`src/design/acfp_pkg.sv`:
```
`timescale 1ns / 1ps

package acfp_pkg;

    localparam int TABLE_ROWS = 22;
    localparam int COUNT_W    = 7;
    localparam int POS_W      = 6;

    localparam logic [7:0]  SEP_BYTE   = 8'h2C;
    localparam logic [7:0]  PLUS_BYTE  = 8'h2B;
    localparam logic [7:0]  MINUS_BYTE = 8'h2D;
    localparam logic [7:0]  SPACE_BYTE = 8'h20;
    localparam logic [7:0]  TAB_BYTE   = 8'h09;
    localparam logic [7:0]  CR_BYTE    = 8'h0D;
    localparam logic [7:0]  ZERO_BYTE  = 8'h30;
    localparam logic [7:0]  NINE_BYTE  = 8'h39;
    localparam logic [31:0] MAG_LIMIT  = 32'h8000_0000;
    localparam logic [31:0] POS_LIMIT  = 32'h7FFF_FFFF;

    typedef enum logic [1:0] {
        RK_INT  = 2'd0,
        RK_CHAR = 2'd1,
        RK_END  = 2'd2
    } result_kind_t;

    typedef enum logic [1:0] {
        ST_OK          = 2'd0,
        ST_UNSUPPORTED = 2'd1,
        ST_TOO_LONG    = 2'd2
    } frame_status_t;

    typedef enum logic [1:0] {
        FK_ABSENT = 2'd0,
        FK_INT    = 2'd1,
        FK_STR    = 2'd2
    } field_kind_t;

    // number parser phases
    typedef enum logic [2:0] {
        NP_SKIP   = 3'b001,
        NP_DIGITS = 3'b010,
        NP_DONE   = 3'b100
    } number_phase_t;

    typedef struct packed {
        logic [31:0]   acc;
        number_phase_t phase;
        logic          neg;
    } num_state_t;

    localparam num_state_t NUM_CLEAR = '{acc: 32'd0, phase: NP_SKIP, neg: 1'b0};

    // bit 0 is position 2, bit 7 is position 9; row 0 is function id 1
    localparam logic [7:0] LAYOUT_INT [TABLE_ROWS] = '{
        8'h0F, 8'h0F, 8'h0F, 8'h3F, 8'h2F,
        8'h0F, 8'h0F, 8'h2F, 8'h0F, 8'h2F,
        8'h0F, 8'h00, 8'h00, 8'h0F, 8'h0F,
        8'h02, 8'h00, 8'hFF, 8'h0F, 8'h0F,
        8'h0F, 8'h0F
    };

    localparam logic [7:0] LAYOUT_STR [TABLE_ROWS] = '{
        8'h00, 8'h10, 8'h10, 8'h00, 8'h10,
        8'h00, 8'h00, 8'h10, 8'h00, 8'h10,
        8'h00, 8'h01, 8'h01, 8'h10, 8'h00,
        8'h01, 8'h01, 8'h00, 8'h10, 8'h10,
        8'h10, 8'h10
    };

    function automatic field_kind_t field_kind(input logic [POS_W-1:0] pos,
                                               input logic known,
                                               input logic [7:0] id);
        logic [4:0]  row;
        logic [2:0]  col;
        field_kind_t k;
        row = 5'(id - 8'd1);
        col = 3'(pos - 6'd2);
        k   = FK_ABSENT;
        if (pos < 6'd2) begin
            k = FK_INT;
        end
        else if (pos <= 6'd9 && known && id != 8'd0 && id <= 8'(TABLE_ROWS)) begin
            if (LAYOUT_INT[row][col]) begin
                k = FK_INT;
            end
            else if (LAYOUT_STR[row][col]) begin
                k = FK_STR;
            end
        end
        return k;
    endfunction

endpackage

```
`src/design/acfp_atoi.sv`:
```
`timescale 1ns / 1ps

module acfp_atoi (
    input  acfp_pkg::num_state_t cur,
    input  logic [7:0]           data,
    output acfp_pkg::num_state_t nxt,
    output logic [31:0]          value
);
    import acfp_pkg::*;

    logic        is_digit;
    logic        is_space;
    logic        do_acc;
    logic [35:0] prod;
    logic [31:0] acc_acc;

    assign is_digit = (data >= ZERO_BYTE) && (data <= NINE_BYTE);
    assign is_space = (data == SPACE_BYTE) || ((data >= TAB_BYTE) && (data <= CR_BYTE));

    // acc * 10 + digit as shift-add, clamp magnitude at 2^31
    assign prod    = {1'b0, cur.acc, 3'b000} + {3'b000, cur.acc, 1'b0}
                   + {32'd0, 4'(data - ZERO_BYTE)};
    assign acc_acc = (prod > {4'd0, MAG_LIMIT}) ? MAG_LIMIT : prod[31:0];

    always_comb
    begin
        nxt    = cur;
        do_acc = 1'b0;
        unique case (cur.phase)
            NP_SKIP:
            begin
                if (is_space) begin
                    nxt = cur;
                end
                else if (data == PLUS_BYTE || data == MINUS_BYTE) begin
                    nxt.neg   = (data == MINUS_BYTE);
                    nxt.phase = NP_DIGITS;
                end
                else if (!is_digit) begin
                    nxt.phase = NP_DONE;
                end
                else begin
                    nxt.phase = NP_DIGITS;
                    do_acc    = 1'b1;
                end
            end
            NP_DIGITS:
            begin
                if (!is_digit) begin
                    nxt.phase = NP_DONE;
                end
                else begin
                    do_acc = 1'b1;
                end
            end
            NP_DONE:
            begin
                nxt = cur;
            end
            default:
            begin
                nxt = cur;
            end
        endcase
        if (do_acc) begin
            nxt.acc = acc_acc;
        end
    end

    // negate, or clamp the positive side to 2^31-1
    assign value = cur.neg ? (32'd0 - cur.acc) : (cur.acc[31] ? POS_LIMIT : cur.acc);

endmodule

```
`src/design/ascii_csv_frame_parser.sv`:
```
`timescale 1ns / 1ps

// ASCII comma-separated frame parser.
// Input channel (in_valid / in_ready / rx_byte) carries one received byte per
// transfer. Bytes are dropped until head_byte opens a frame; the frame then
// runs to tail_byte, or is aborted with status "too long" when it reaches
// FRAME_MAX bytes counting the head. Fields 0 and 1 and table-marked integer
// fields yield their value when they close; string fields yield each byte.
// Output channel (out_valid / out_ready / result fields) carries at most one
// result per input byte, held in a single output register.
// Latency: a result appears on the outputs the cycle after its byte transfers.
// Throughput: one byte per cycle while in_ready is high; each byte is a
// single pass through the field decode and the shift-add digit accumulator.
// Stall: while a result waits and out_ready is low, in_ready drops; a new byte
// is taken in the same cycle that the waiting result transfers.
// Reset (rst_n low, asynchronous): outside any frame, output empty,
// head_byte = '$', tail_byte = '#'. Configuration writes (cfg_write,
// cfg_index, cfg_data) take effect at the next edge, with no read-back.

module ascii_csv_frame_parser #(
    parameter int FRAME_MAX = 64,
    parameter int ID_COUNT  = 22
) (
    input  logic                    clk,
    input  logic                    rst_n,

    input  logic                    cfg_write,
    input  logic                    cfg_index,
    input  logic [7:0]              cfg_data,

    input  logic                    in_valid,
    output logic                    in_ready,
    input  logic [7:0]              rx_byte,

    output logic                    out_valid,
    input  logic                    out_ready,
    output acfp_pkg::result_kind_t  result_kind,
    output logic [5:0]              field_position,
    output logic signed [31:0]      int_value,
    output logic [7:0]              char_byte,
    output logic                    frame_end,
    output acfp_pkg::frame_status_t frame_status,
    output logic [7:0]              function_id
);
    import acfp_pkg::*;

    localparam logic [COUNT_W-1:0] COUNT_MAX = COUNT_W'(FRAME_MAX);
    localparam logic [7:0]         ID_LIMIT  = 8'(ID_COUNT);
    localparam logic [0:0]         REG_HEAD  = 1'b0;
    localparam logic [0:0]         REG_TAIL  = 1'b1;

    // configuration
    logic [7:0] head_reg;
    logic [7:0] tail_reg;

    // frame state
    logic               in_frame_reg,  in_frame_next;
    logic [COUNT_W-1:0] count_reg,     count_next;
    logic [POS_W-1:0]   field_reg,     field_next;
    num_state_t         num_reg,       num_next;
    logic [7:0]         id_reg,        id_next;
    logic               known_reg,     known_next;

    // output register
    logic          out_valid_reg;
    result_kind_t  kind_reg,   kind_next;
    logic [5:0]    pos_reg;
    logic [31:0]   value_reg,  value_next;
    logic [7:0]    char_reg,   char_next;
    logic          end_reg,    end_next;
    frame_status_t status_reg, status_next;
    logic [7:0]    fid_reg;

    logic               accept;
    logic               emit;
    num_state_t         num_fed;
    logic [31:0]        num_value;
    logic [COUNT_W-1:0] count_inc;
    field_kind_t        kind_now;
    logic [7:0]         id_closed;
    logic               known_closed;

    assign in_ready = !out_valid_reg || out_ready;
    assign accept   = in_valid && in_ready;

    acfp_atoi u_atoi (
        .cur   (num_reg),
        .data  (rx_byte),
        .nxt   (num_fed),
        .value (num_value)
    );

    assign count_inc = count_reg + COUNT_W'(1);
    assign kind_now  = field_kind(field_reg, known_reg, id_reg);

    // closing field 1 latches the function id
    always_comb
    begin
        id_closed    = id_reg;
        known_closed = known_reg;
        if (field_reg == 6'd1) begin
            id_closed    = num_value[7:0];
            known_closed = (num_value[7:0] != 8'd0) && (num_value[7:0] <= ID_LIMIT);
        end
    end

    always_comb
    begin
        in_frame_next = in_frame_reg;
        count_next    = count_reg;
        field_next    = field_reg;
        num_next      = num_reg;
        id_next       = id_reg;
        known_next    = known_reg;
        emit          = 1'b0;
        kind_next     = RK_END;
        value_next    = 32'd0;
        char_next     = 8'd0;
        end_next      = 1'b0;
        status_next   = ST_OK;

        if (!in_frame_reg) begin
            // wait for the head; drop everything else
            if (rx_byte == head_reg) begin
                in_frame_next = 1'b1;
                count_next    = COUNT_W'(1);
                field_next    = '0;
                num_next      = NUM_CLEAR;
                id_next       = 8'd0;
                known_next    = 1'b0;
            end
        end
        else if (rx_byte == tail_reg) begin
            // tail wins over the length check and the separator
            emit          = 1'b1;
            end_next      = 1'b1;
            status_next   = known_closed ? ST_OK : ST_UNSUPPORTED;
            id_next       = id_closed;
            known_next    = known_closed;
            in_frame_next = 1'b0;
            count_next    = '0;
            num_next      = NUM_CLEAR;
            if (kind_now == FK_INT) begin
                kind_next  = RK_INT;
                value_next = num_value;
            end
        end
        else if (count_inc >= COUNT_MAX) begin
            // abort an overlong frame
            emit          = 1'b1;
            end_next      = 1'b1;
            status_next   = ST_TOO_LONG;
            in_frame_next = 1'b0;
            count_next    = '0;
            num_next      = NUM_CLEAR;
        end
        else if (rx_byte == SEP_BYTE) begin
            count_next = count_inc;
            id_next    = id_closed;
            known_next = known_closed;
            num_next   = NUM_CLEAR;
            if (field_reg != 6'd63) begin
                field_next = field_reg + 6'd1;
            end
            if (kind_now == FK_INT) begin
                emit       = 1'b1;
                kind_next  = RK_INT;
                value_next = num_value;
            end
        end
        else begin
            count_next = count_inc;
            case (kind_now)
                FK_INT:
                begin
                    num_next = num_fed;
                end
                FK_STR:
                begin
                    emit      = 1'b1;
                    kind_next = RK_CHAR;
                    char_next = rx_byte;
                end
                default:
                begin
                    num_next = num_reg;
                end
            endcase
        end
    end

    always_ff @(posedge clk or negedge rst_n)
    begin
        if (!rst_n) begin
            head_reg <= 8'h24;
            tail_reg <= 8'h23;
        end
        else if (cfg_write) begin
            unique case (cfg_index)
                REG_HEAD: head_reg <= cfg_data;
                REG_TAIL: tail_reg <= cfg_data;
                default:  head_reg <= head_reg;
            endcase
        end
    end

    always_ff @(posedge clk or negedge rst_n)
    begin
        if (!rst_n) begin
            in_frame_reg <= 1'b0;
            count_reg    <= '0;
            field_reg    <= '0;
            num_reg      <= NUM_CLEAR;
            id_reg       <= 8'd0;
            known_reg    <= 1'b0;
        end
        else if (accept) begin
            in_frame_reg <= in_frame_next;
            count_reg    <= count_next;
            field_reg    <= field_next;
            num_reg      <= num_next;
            id_reg       <= id_next;
            known_reg    <= known_next;
        end
    end

    // load a new result on transfer, drop the old one once taken
    always_ff @(posedge clk or negedge rst_n)
    begin
        if (!rst_n) begin
            out_valid_reg <= 1'b0;
        end
        else if (accept && emit) begin
            out_valid_reg <= 1'b1;
        end
        else if (out_ready) begin
            out_valid_reg <= 1'b0;
        end
    end

    always_ff @(posedge clk)
    begin
        if (accept && emit) begin
            kind_reg   <= kind_next;
            pos_reg    <= field_reg;
            value_reg  <= value_next;
            char_reg   <= char_next;
            end_reg    <= end_next;
            status_reg <= status_next;
            fid_reg    <= id_next;
        end
    end

    assign out_valid      = out_valid_reg;
    assign result_kind    = kind_reg;
    assign field_position = pos_reg;
    assign int_value      = signed'(value_reg);
    assign char_byte      = char_reg;
    assign frame_end      = end_reg;
    assign frame_status   = status_reg;
    assign function_id    = fid_reg;

`ifndef SYNTHESIS
    a_idle_count: assert property (@(posedge clk) disable iff (!rst_n)
        !in_frame_reg |-> count_reg == '0)
        else $error("byte count nonzero outside a frame");

    a_count_bound: assert property (@(posedge clk) disable iff (!rst_n)
        count_reg < COUNT_MAX)
        else $error("byte count reached frame limit");

    a_tail_closes: assert property (@(posedge clk) disable iff (!rst_n)
        accept && in_frame_reg && rx_byte == tail_reg
        |=> out_valid_reg && end_reg && !in_frame_reg)
        else $error("tail did not close the frame");

    a_status_mid: assert property (@(posedge clk) disable iff (!rst_n)
        out_valid_reg && !end_reg |-> status_reg == ST_OK && kind_reg != RK_END)
        else $error("mid-frame result with end status");
`endif

endmodule
```
`config.mk`:
```
export PLATFORM = sky130hd
export DESIGN_NAME = ascii_csv_frame_parser
export DESIGN_NICKNAME = d
export VERILOG_FILES = /design/src/design/acfp_pkg.sv /design/src/design/acfp_atoi.sv /design/src/design/ascii_csv_frame_parser.sv
export SDC_FILE = /design/constraint.sdc
export NUM_CORES = 1
export LEC_CHECK = 0
export BUFFER_PORTS_ARGS = -buffer_cell sky130_fd_sc_hd__buf_2
export CORE_ASPECT_RATIO = 1.1
export CORE_UTILIZATION = 25
export DETAILED_ROUTE_END_ITERATION = 7
export PLACE_DENSITY = 0.44
export RECOVER_POWER = 50
export REMOVE_ABC_BUFFERS = 1
export SYNTH_ARGS = -nofsm -noshare
export SYNTH_HDL_FRONTEND = slang
export SYNTH_SLANG_ARGS = --single-unit
```
`constraint.sdc`:
```
create_clock -name clk -period 6.99 [get_ports clk]
set_clock_uncertainty 0.15 [all_clocks]
set_input_delay 0.699 -clock clk [delete_from_list [all_inputs] [get_ports clk]]
set_output_delay 0.699 -clock clk [all_outputs]
set_load 0.005 [all_outputs]
```
======== Word level (Yosys, flattened, before mapping) ========
Memory sizes are Yosys's and may differ from the RTL's.
Index checks and enable logic that the tools add are counted.
word-level totals
  register bits after elaboration ......... 135
  bits in latches ......................... 0
  memory bits (writable) .................. 0
  ROM bits ................................ 512
  bits of input ports ..................... 22
  output and inout port bits .............. 61
  logic and storage cells ................. 176
  memories ................................ 2
memory list
  memory            depth  bits a word  read ports  clocked after memory_dff  write ports  line            RTL
  (name not given)  32     8            1           0                         0            acfp_pkg.sv:86  else if (LAYOUT_STR[row][col]) begin
  (name not given)  32     8            1           0                         0            acfp_pkg.sv:83  if (LAYOUT_INT[row][col]) begin
operators by class
  add/sub/neg operators ................... 8
  multipliers ............................. 0
  divide/modulo/power cells ............... 0
  order comparisons ....................... 12
  equal/unequal tests ..................... 26
  shift-type cells ........................ 0
  multiplexer cells ....................... 81
  bitwise operators ....................... 4
  reduce and logical (&&, ||, !) cells .... 25
operators by type and width
  operator                                                          count
  2-to-1 mux 32 bit                                                 7
  2-to-1 mux 36 bit                                                 6
  2-to-1 mux 8 bit                                                  10
  adder 35 x 33 -> 36 bit                                           1
  adder 36 x 4 -> 36 bit                                            1
  greater-than comparator 36 x 32 -> 1 bit (second input constant)  1
  2-to-1 mux 6 bit                                                  6
  == test 8 x 6 -> 1 bit (second input constant)                    4
  subtractor 1 x 32 -> 32 bit (first input constant)                1
  2-to-1 mux 31 bit                                                 1
  2-to-1 mux 1 bit                                                  28
  2-to-1 mux 7 bit                                                  4
  2-to-1 mux 2 bit                                                  11
  != test 5 x 1 -> 1 bit (second input constant)                    4
  != test 6 bit (second input constant)                             3
  AND reduction 6 bit                                               3
  == test 8 bit                                                     2
  <= comparator 8 x 5 -> 1 bit (second input constant)              2
  nonzero test 8 bit                                                2
  2-to-1 mux 3 bit                                                  3
  >= comparator 8 x 4 -> 1 bit (second input constant)              1
  >= comparator 8 x 6 -> 1 bit (second input constant)              1
  <= comparator 8 x 4 -> 1 bit (second input constant)              1
  <= comparator 8 x 6 -> 1 bit (second input constant)              1
  34 further kinds                                                  52

======== Longest topological paths before layout ========
  depth after elaboration ................. 19
  depth in mapped cells ................... 15
  gate-level depth less buffers ........... 13

======== Cells and area by module ========
From an unflattened synthesis, not the netlist that was laid out.
second synthesis, totals
  cell total of the unflattened synthesis .. 1118
  area total of the unflattened synthesis .. 10530.1 sq um
by module, submodules not included
  module                  times used  cells an instance  area each (sq um)
  ascii_csv_frame_parser  1           579                6805.3
  acfp_atoi               1           539                3724.8

======== Worst setup path after synthesis ========
No wires, ideal clock.
  path kind ............................... register to register
  start ................................... register id_reg[0]
  end ..................................... register char_reg[0] (netlist: char_byte[0]), enable pin
  setup time .............................. 513 ps
  arrival time ............................ 5331 ps
  setup slack ............................. 996 ps
  cell stages (with the launch flop) ...... 12
  clock period less this slack ............ 5994 ps
  cells stage by stage .................... dfrtp_1 -> clkbuf_1 -> inv_1 -> ha_1 -> ha_1 -> a21oi_1 -> a31oi_1 -> a31oi_1 -> a211oi_1 -> a2111oi_0 -> o21ai_0 -> a31oi_1
between the ends
  cells in the longest elaborated chain, start to end .. 18
ends and longest elaborated chain
  what                                                     line                                                          RTL
  start, declared                                          ascii_csv_frame_parser.sv:61                                  logic [7:0] id_reg, id_next;
  start signal, assigned                                   ascii_csv_frame_parser.sv:222                                 id_reg <= id_next;
  subtractor 5 x 1 -> 5 bit                                acfp_pkg.sv:76                                                row = 5'(id - 8'd1);
  inverter 5 -> 6 bit (not written as such)                acfp_pkg.sv:83, acfp_pkg.sv:86
  memory (32 x 8 bit)                                      -
  2-to-1 mux 8 bit (not written as such) (2 in a row)      acfp_pkg.sv:86
  binary-select mux 1 bit (select 3 bit)                   acfp_pkg.sv:86
  2-to-1 mux 1 bit (not written as such)                   acfp_pkg.sv:86
  2-to-1 mux 2 bit                                         acfp_pkg.sv:86
  2-to-1 mux 2 bit                                         acfp_pkg.sv:83
  2-to-1 mux 2 bit (*)                                     acfp_pkg.sv:82                                                else if (pos <= 6'd9 && known && id != 8'd0 && id <= 8'(TABLE_ROWS)) begin
  2-to-1 mux 2 bit (*)                                     acfp_pkg.sv:79                                                if (pos < 6'd2) begin
  == test 2 bit or == test 2 x 1 -> 1 bit (tied branches)  ascii_csv_frame_parser.sv:173, ascii_csv_frame_parser.sv:165
  2-to-1 mux 1 bit (on tied branches)                      ascii_csv_frame_parser.sv:173, ascii_csv_frame_parser.sv:165
  2-to-1 mux 1 bit (*)                                     ascii_csv_frame_parser.sv:157                                 else if (rx_byte == SEP_BYTE) begin
  2-to-1 mux 1 bit (*)                                     ascii_csv_frame_parser.sv:148                                 else if (count_inc >= COUNT_MAX) begin
  2-to-1 mux 1 bit (*)                                     ascii_csv_frame_parser.sv:133                                 else if (rx_byte == tail_reg) begin
  2-to-1 mux 1 bit (*)                                     ascii_csv_frame_parser.sv:122                                 if (!in_frame_reg) begin
  logical AND 1 bit (*)                                    ascii_csv_frame_parser.sv:243                                 if (accept && emit) begin
  end signal, assigned                                     ascii_csv_frame_parser.sv:247                                 char_reg <= char_next;
  end, declared                                            ascii_csv_frame_parser.sv:69                                  logic [7:0] char_reg, char_next;
Every way passes the cells marked *; elsewhere a longest branch is shown, timed or not. The select of a mux whose other input is x is not followed.
A chain may end at the register's enable or synchronous reset.

======== Final worst setup path ========
  start ................................... register num_reg[4] in the netlist's numbering
  end ..................................... register num_reg[34] in the netlist's numbering
between the ends
  cells in the longest elaborated chain, start to end .. 10
ends and longest elaborated chain
  what                                      line                           RTL
  start, declared                           ascii_csv_frame_parser.sv:60   num_state_t num_reg, num_next;
  start signal, assigned                    ascii_csv_frame_parser.sv:221  num_reg <= num_next;
  adder 35 x 33 -> 36 bit (*)               acfp_atoi.sv:21                assign prod = {1'b0, cur.acc, 3'b000} + {3'b000, cur.acc, 1'b0}
  adder 36 x 4 -> 36 bit (*)                acfp_atoi.sv:22                + {32'd0, 4'(data - ZERO_BYTE)};
  greater-than comparator 36 x 32 -> 1 bit  acfp_atoi.sv:23                assign acc_acc = (prod > {4'd0, MAG_LIMIT}) ? MAG_LIMIT : prod[31:0];
  2-to-1 mux 32 bit (*)                     acfp_atoi.sv:23
  2-to-1 mux 32 bit (*)                     acfp_atoi.sv:65                if (do_acc) begin
  2-to-1 mux 36 bit (*)                     ascii_csv_frame_parser.sv:173  case (kind_now)
  2-to-1 mux 36 bit (*)                     ascii_csv_frame_parser.sv:157
  2-to-1 mux 36 bit (*)                     ascii_csv_frame_parser.sv:148
  2-to-1 mux 36 bit (*)                     ascii_csv_frame_parser.sv:133
  2-to-1 mux 36 bit (*)                     ascii_csv_frame_parser.sv:122
Marked as above.

==> key figures <==
Global routing
  – Routing usage on met1: 0.195
  – Remaining global-route overflow: 0
  – Wire length of the first global-routing pass: 41800 microns
  – Peak-usage layer in the global routing report: met2
  – Pin count of the biggest net entering global routing: 61
  – Antenna violations before repair: 0
  – Met3 GRT Util: 0.0218
  – Tot GR Track Use: 0.142
  – M2 GR Usage: 0.225
  – Number of global-route vias before repair: 7487

Final layout
  – Post-layout net count: 1139
  – Final Instance Count excl. Fillers: 1540
  – Area used by multi-input combinational logic: 5250 sq um
  – Area delta synth->final: 16.1%
  – Antenna Cells: 0
  – Final core occ: 0.296
  – FF/Latch Area: 3680 sq um
  – Flip-flop count of the largest register after layout: 36
  – Layout cells sized above 1: 0.114
  – Filler cells: 3842

Power
  – Power share of the sequential group: 0.448
  – Net switching power of the design: 537 uW
  – Proportion of power drawn by combinational gates: 0.084
  – Net switching fraction of the power: 0.274
  – Clock network fraction of design power: 0.468
  – Reported leakage power: 4.57 nW
  – Areal power density over the cells: 183 nW/um^2
  – Maximum resistive drop on vdd: 0.000101 V
  – Internal Dissipation: 1.42 mW

Detailed routing
  – Antenna Nets Post-Route: 0
  – Vias post-DR: 7634
  – Overall routed net length: 25500 microns
  – Number of DRC markers after the initial detailed-route iteration: 535
  – Routed len/inst: 16.6 microns
  – Length of the first detailed-routing pass in iterations: 5
  – Number of DRC violations after detailed routing: 0
  – Routed vias/inst: 4.96

Clock network
  – Master cell of the clock root buffer: clkbuf_16
  – Post-CTS setup buffer count: 0
  – Max Buffers Root-to-Sink: 2
  – Clock Sinks: 135
  – Total of cells resized after clock tree synthesis: 0
  – CTS clk-pin slew, worst paths: 70 ps
  – Hold buffer count at CTS: 0
  – Clock tree from TritonCTS: built
  – Source-to-sink clock delay at the later pin of the worst-skew pair: 440 ps
  – Deepest level of the CTS H-tree: 4
  – Number of buffers created by CTS: 17

STA
  – Transition time of the tightest slew-check pin: 2780 ps
  – Highest Clock Rate: 0.191 GHz
  – Minimum clock period: 5250 ps
  – Headroom to the max-slew limit: -0.856
  – Setup Viol. Count Final: 0
  – Number of slew-limit violations in the final report: 79
  – RSZ-0062 raised after global routing: no
  – Total negative slack: 0 ps
  – Hold Violations, Final: 0
  – WHS: 355 ps
  – Ratio of final minimum period to clock period: 0.751

Outcome
  – Violations in the final reports: capacitance limit, slew limit
  – Result of the run: complete, but fails checks

Floorplanning
  – Core Region: 36200 sq um
  – Number of I/O pins: 83
  – Die Area: 37600 sq um
  – Die W: 185 microns
  – Count of standard-cell rows: 73
  – Starting density of the core: 0.255
  – Die Ht: 203 microns

Logic synthesis
  – Synthesized-area fraction occupied by adder cells: 0.106
  – Number of instances in the synthesized netlist: 971
  – Count of flip-flops with a built-in enable after synthesis: 59
  – Sequential area share after synthesis: 0.400
  – Count of yosys warnings during synthesis: 0
  – Proportion of synthesized flip-flops having asynchronous set or reset: 0.563
  – Register bit total from synthesis: 135
  – Post-Synth XOR/XNOR Area: 0.0571
  – Portion of netlist area occupied by mux cells: 0.0338
  – Syn avg cell area: 9.48 sq um
  – Post-synth design cell area: 9210 sq um
  – Synthesized-area fraction occupied by and/or/nand/nor cells: 0.172
  – Count of cell types in the netlist: 66
  – Compound-cell area share of the yosys netlist: 0.199
  – Post-synth top flop: dfrtp_1
  – Main combinational cell family by area after synthesis: compound AO/OA/AOI/OAI gates

Job
  – Maximum Capacitance Violations: 2

Setup path
  – CP Capture Type: flop
  – Data required time of the worst path: 7200 ps
  – Startpoint types: flop
  – FF-to-FF path depth: 13
  – Critical Path AT: 5460 ps
  – Maximum fanout along the worst path: 13
  – Setup CP Type: flop to flop

Placed design
  – Number of buffers inserted by port buffering: 82
  – Global placer's final weighted congestion: 0.809
  – Detailed placement HPWL: 19400 microns
  – Number of cells after detailed placement: 1508

Min path
  – Number of cells traversed by the worst hold path: 2
  – Hold Crit Class: flop to flop
critical path: stages, from the launching register on:
cell	delay (ps)
dfrtp_1	490
inv_1	150
fa_1	530
fa_1	470
nand2b_1	200
a21o_1	190
a2111oi_0	830
o41ai_1	290
o2111ai_1	240
nand3_1	170
a2111oi_4	780
buf_4	340
nand2_2	160
o21ai_1	170
cells by family after synthesis:
group | Yosys count
buf+inv | 73
simple gates | 327
xor+xnor | 60
fa+ha+maj | 77
flops | 135
mux | 28
compound gates | 271
per-stage QoR:
stage          setup slack [ps]  total power, mW  area [sq um]
2_1_floorplan              1120            0.988          9030
3_3_place_gp               1550             1.06         10200
3_5_place_dp               1330             1.06         10200
4_1_cts                    1690             1.99         10700
5_1_grt                    1360             2.04         10700
6_report                   1740             1.96         10700
power groups by stage:
stage	combinational [mW]	sequential, mW	clock (mW)
3_3_place_gp	0.165	0.893	0
3_5_place_dp	0.166	0.892	0
6_report	0.165	0.876	0.916
5_1_grt	0.186	0.879	0.972
4_1_cts	0.167	0.876	0.946
2_1_floorplan	0.0951	0.893	0
cells in the final DEF (no fill, tap or decap), types with 20 or more instances in the layout:
cell and count:
nor2_1 81, a211oi_1 25, mux2_2 25, nor3_1 36
xor2_1 36, dfrtp_1 70, nand3_1 21, ha_1 75
xnor2_1 24, buf_2 42, o21ai_0 59, a22o_1 20
nand2_1 88, inv_1 30, clkbuf_1 41, a21oi_1 52
edfxtp_1 59
routing by layer:
metal | vias up | part of all wire
li1 | 3792 | -
met1 | 3708 | 0.49
met2 | 108 | 0.47
met3 | 26 | 0.024
met4 | 0 | 0.020
met5 | - | 0
final cells by class:
| class | instances | share of cell area |
|---|---|---|
| Clock inverter | 13 | 0.0115 |
| Multi-Input combinational cell | 763 | 0.491 |
| Tap cell | 487 | 0.0570 |
| Clock buffer | 19 | 0.0445 |
| Inverter | 30 | 0.0105 |
| Timing Repair Buffer | 93 | 0.0411 |
| Sequential cell | 135 | 0.344 |
synth_stat cells (all sizes together), types with 5 or more instances:
master / number / share of area
buf: 6 / 0.0041
nor3: 36 / 0.020
nor4: 13 / 0.0088
a211oi: 25 / 0.020
nor2b: 8 / 0.0054
nand2b: 16 / 0.011
mux2: 25 / 0.031
o21a: 10 / 0.0082
dfrtp: 70 / 0.19
edfxtp: 59 / 0.19
a21o: 11 / 0.0090
clkbuf: 37 / 0.015
xor2: 36 / 0.034
inv: 30 / 0.012
o21ai: 71 / 0.039
xnor2: 24 / 0.023
ha: 75 / 0.10
nand4: 11 / 0.0075
dfstp: 6 / 0.017
or3: 8 / 0.0054
and2: 13 / 0.0088
o22ai: 6 / 0.0041
nand3: 21 / 0.011
a22o: 20 / 0.019
nand2: 89 / 0.037
and3: 10 / 0.0068
o31ai: 9 / 0.0073
a31oi: 7 / 0.0048
a32o: 19 / 0.021
or4: 5 / 0.0041
nor2: 81 / 0.033
a21oi: 52 / 0.028
o211ai: 6 / 0.0049
final timing paths:
kind / slack [ps] / start / end
max: 1740 / num_reg[4] / num_reg[34]
min: 350 / count_reg[1] / count_reg[1]
max reg2reg: 1740 / num_reg[4] / num_reg[34]
min reg2reg: 350 / count_reg[1] / count_reg[1]
max in group asynchronous: 2750 / rst_n / field_reg[2]
min in group asynchronous: 560 / rst_n / num_reg[31]
No activity file was read; power rests on OpenSTA's default activity.
